==> src/rtl/coordinate_hash_star_generator_core_macros.svh <==
// ----------------------------------------------------------------------------
// Star generator assertion macros
// Shared assertion forms for the coordinate hash star generator.
// ----------------------------------------------------------------------------
`ifndef COORDINATE_HASH_STAR_GENERATOR_CORE_MACROS_SVH
`define COORDINATE_HASH_STAR_GENERATOR_CORE_MACROS_SVH

// The consequent must hold in the same cycle as the antecedent.
`define CHSG_ASSERT_NOW(label, clk, rst, ante, cons, msg) \
   label: assert property (@(posedge clk) disable iff (rst) (ante) |-> (cons)) \
      else $error(msg);

// The consequent must hold in the cycle after the antecedent.
`define CHSG_ASSERT_NEXT(label, clk, rst, ante, cons, msg) \
   label: assert property (@(posedge clk) disable iff (rst) (ante) |=> (cons)) \
      else $error(msg);

`endif

==> src/rtl/chsg_pkg.sv <==
// ----------------------------------------------------------------------------
// Star generator package
// Payload types, hash constants and stage control type for the star generator.
// ----------------------------------------------------------------------------
`default_nettype none

package chsg_pkg;

   localparam logic [31:0] SEED_STEP  = 32'he120fc15;
   localparam logic [31:0] SEED_STEP2 = SEED_STEP + SEED_STEP;
   localparam logic [31:0] SEED_STEP3 = SEED_STEP2 + SEED_STEP;
   localparam logic [31:0] MUL_A      = 32'h4a39b70d;
   localparam logic [31:0] MUL_B      = 32'h12fad5c9;

   // Quotient by 25 of a 31-bit value is (v * DIV25_RECIP) >> DIV25_SHIFT.
   localparam logic [31:0] DIV25_RECIP = 32'd2748779070;
   localparam int          DIV25_SHIFT = 36;
   localparam int          Q25_WIDTH   = 27;
   localparam logic [4:0]  STAR_HIT_HALF = 5'd1;

   // Quotient by 5 of a 7-bit value is (v * DIV5_RECIP) >> DIV5_SHIFT.
   localparam logic [14:0] DIV5_RECIP = 15'd205;
   localparam int          DIV5_SHIFT = 10;

   localparam logic [5:0]  STAR_SIZE_MIN = 6'd3;

   typedef struct packed {
      logic [15:0] sector_x;
      logic [15:0] sector_y;
   } req_type;

   typedef struct packed {
      logic       star_present;
      logic [5:0] star_size;
      logic [2:0] color_index;
   } rsp_type;

   typedef struct packed {
      logic mul_a;
      logic mul_b;
   } chsg_adv_type;

endpackage

`default_nettype wire

==> src/rtl/chsg_draw.sv <==
// ----------------------------------------------------------------------------
// Star generator hash draw
// Two registered multiply stages with high/low XOR folding for one draw.
// ----------------------------------------------------------------------------
`default_nettype none

module chsg_draw (
   input  wire logic                  clock,
   input  wire chsg_pkg::chsg_adv_type adv,
   input  wire logic [31:0]           seed,
   output logic [31:0]                draw
);
   import chsg_pkg::*;

   logic [63:0] prod_a_ff;
   logic [63:0] prod_a_in;
   logic [63:0] prod_b_ff;
   logic [63:0] prod_b_in;
   logic [31:0] fold_a;

   assign prod_a_in = {32'd0, seed} * {32'd0, MUL_A};
   assign fold_a    = prod_a_ff[63:32] ^ prod_a_ff[31:0];
   assign prod_b_in = {32'd0, fold_a} * {32'd0, MUL_B};
   assign draw      = prod_b_ff[63:32] ^ prod_b_ff[31:0];

   always_ff @(posedge clock) begin
      if (adv.mul_a) begin
         prod_a_ff <= prod_a_in;
      end
      if (adv.mul_b) begin
         prod_b_ff <= prod_b_in;
      end
   end

endmodule

`default_nettype wire

==> config.mk <==
export PLATFORM = sky130hd
export DESIGN_NAME = chsg_draw
export DESIGN_NICKNAME = d
export VERILOG_FILES = /design/src/rtl/coordinate_hash_star_generator_core_macros.svh /design/src/rtl/chsg_pkg.sv /design/src/rtl/chsg_draw.sv
export SDC_FILE = /design/constraint.sdc
export NUM_CORES = 2
export LEC_CHECK = 0
export ABC_AREA = 1
export CAP_MARGIN = 25
export CORE_UTILIZATION = 41
export CTS_CLUSTER_DIAMETER = 150
export DETAILED_ROUTE_END_ITERATION = 10
export DONT_BUFFER_PORTS = 1
export SLEW_MARGIN = 20
export SYNTH_ARGS = -nofsm -noshare
export SYNTH_HDL_FRONTEND = slang
export SYNTH_SLANG_ARGS = --single-unit
==> constraint.sdc <==
create_clock -name clock -period 9.05 [get_ports clock]
set_input_delay 0.905 -clock clock [delete_from_list [all_inputs] [get_ports clock]]
set_output_delay 0.905 -clock clock [all_outputs]
set_load 0.01 [all_outputs]
==> results.yml <==
setup_path:
  cp_common_cell: "fa_1"
  cp_max_fo: 8
  path_class: "reg -> reg"
  cpPeakStageDelay_ns: 0.88
  cp_data_arrival_time_ns: 8.09
  end_kind: "register"
  cp.required_ns: 9.30
  slowest_stage: "xnor2_1"
  crit_chain: "xnor2_1 -> inv_1 -> ha_1 -> fa_1 -> inv_1 -> fa_1 -> fa_1 -> inv_1 -> fa_1 -> fa_1 -> fa_1 -> fa_1 -> ha_1 -> nand2_1 -> nor2_1 -> nand2_1 -> nor3_1 -> nand2_1 -> nand4_1 -> nand2_1"
  crit_path_start_kind: "register"
timing:
  final.setup.worst_slack_ns: 1.20
  finalSetupViolCount: 0
  finalCritPeriodShare_pct: 86.7
  fmax_ghz: 0.127
  hold_viol: 0
  finalCriticalPeriod_ns: 7.85
  setup_tns_ns: 0
  max-slew-margin-rel_pct: 27.0
  worstMarginPinSlew_ns: 1.09
  drv_slew: 0
  rsz0062_at_grt: "no"
  clock_skew_ns: 0.0197
yosys:
  ys_warn_count: 0
  synthesis.area_um2: 43600
  syn-num-nets: 6714
  synth_common_cells: "inv_1 (1742), nand2_1 (1031), fa_1 (815), ha_1 (754), nor2_1 (187)"
  async_reset_ff_share_pct: 0
  syn_avg_cell_area_um2: 8.54
  ys_types: 33
  synth_top_area_cell: "fa_1"
  yosysMostFrequentCell: "inv_1"
  synth_ff_type: "edfxtp_1"
  syn-instance-count: 5110
  synth.area.top_cells: "fa_1 (37%), ha_1 (22%), inv_1 (15%)"
  ys_seq_area_share_pct: 8.53
  synth_edf_count: 124
  synth-seq-cells: 124
  synth_top_area_share_pct: 37.4
cells_and_area:
  multiInputGateArea_um2: 33300
  finish.utilization_pct: 43.7
  syn2layout_area_growth_pct: 5.55
  final_nets: 6741
  drive_gt1_share_pct: 2.31
  n_fill_cell: 10557
  ff_latch_area_um2: 3720
  antenna-diode-count: 0
clock_tree:
  clk_latency_ns: 0.50
  cts.sinks: 124
  cts_max_level: 4
  holdBufCountCts: 0
  tritoncts: "built"
  post_cts_resize_count: 0
  post_cts_buffers: 0
  clk_path_buf_depth: 2
  cts_buffers: 17
  path_clk_slew_ns: 0.06
  cts_root_buf: "clkbuf_16"
route:
  first_pass_iters: 8
  drt_iter0_markers: 1857
  drt-total-wl_um: 124000
  drc_errors: 16
  routedWlPerCell_um: 19.0
  vias_per_cell: 4.72
  via_count: 30903
  ant_nets: 0
global_route:
  grt_pass1_wl_um: 189000
  grt_max_degree: 64
  grt_pass1_vias: 32155
  overflow: 0
  grt_usage_pct: 23.7
  antenna_found_initial: 2
die:
  dieHeight_um: 328
  fp.dieArea_um2: 108000
  rows: 119
  coreArea_um2: 105000
  io_pins: 67
  start_util_pct: 41.4
  die_w_um: 328
run_status:
  violations: "design-rule violations"
  status: "complete, but fails checks"
place:
  place.gp.congestion: 0.967
  place_worst_setup_slack_ns: 1.21
  hpwlAfterDp_um: 114000
  placement.io_buffers: 0
min_path:
  hold_class: "in -> reg"
run:
  maxCapViolCount: 0
## path summary, 6_finish.rpt
path	from	depth (start not counted)	endpoint	slack [ns]
setup / recovery	prod_a_ff[17]	20	prod_b_ff[58]	1.20
hold / removal	seed[1]	0	prod_a_ff[1]	0.52
setup reg to reg	prod_a_ff[17]	20	prod_b_ff[58]	1.20
hold reg to reg	prod_a_ff[34]	2	prod_b_ff[2]	1.09
## metrics by stage
step / hold slack, ns / instance area, µm² / instances
floorplan: 0.782 / 43600 / 5110
global placement: 1.01 / 45400 / 6508
detailed placement: 1.01 / 45400 / 6508
CTS: 0.492 / 46100 / 6540
global route: 0.500 / 46100 / 6541
finish: 0.520 / 46100 / 6541
## layer usage
layer | routed length (µm) | vias to the layer above | share of wire, % | global-route usage (%)
li1 | - | 14901 | - | -
met4 | 3000 | 2 | 2.4 | 6.14
met1 | 55800 | 15185 | 45 | 32.8
met2 | 58400 | 679 | 47 | 38.8
met3 | 6790 | 136 | 5.5 | 3.64
met5 | 7 | - | 0.0056 | 0
## placed cells by master, fill, tap and decap left out, types with 27 or more instances in the layout
cell type | netlist | final
a21oi_1 | 73 | 73
edfxtp_1 | 124 | 124
fa_1 | 815 | 815
ha_1 | 754 | 754
inv_1 | 1742 | 1742
nand2_1 | 1031 | 1031
nand3_1 | 89 | 89
nand4_1 | 32 | 32
nor2_1 | 187 | 187
nor2_2 | 27 | 27
xnor2_1 | 36 | 36
xor2_1 | 95 | 94
## worst max-delay path, delay by kind of cell, from the launching register on
family / cells / cell delay, ns
flip-flops: 1 / 0.40
buffers and inverters: 3 / 0.68
XOR/XNOR: 1 / 0.88
AND/OR/NAND/NOR: 7 / 1.13
adder cells (fa/ha/maj): 9 / 4.51
## sequential cells by signal, indices dropped and copies added, names as in the netlist
name,flops
prod_a_ff,63
prod_b_ff,61
## cell type report
type | instances | share of cell area, %
Multi-Input combinational cell | 3228 | 72.3
Inverter | 1754 | 14.3
Sequential cell | 124 | 8.08
Tap cell | 1391 | 3.78
Clock buffer | 17 | 0.924
Clock inverter | 15 | 0.405
Timing Repair Buffer | 12 | 0.190
## cell families (layout without fill, tap and decap cells)
kind of cell / after synthesis / after routing / synth area share, %
adders and majority gates: 1569 / 1569 / 59.0
buffers and inverters: 1758 / 1798 / 15.2
DFF: 124 / 124 / 8.53
AOI/OAI and AO/OA: 89 / 89 / 1.06
xor gates and xnor gates: 134 / 134 / 2.74
and+or+nand+nor: 1436 / 1436 / 13.5
Power is left out: the tool's default activity adds up to more than one toggle a clock period on the data nets, which glitch-free logic cannot reach.
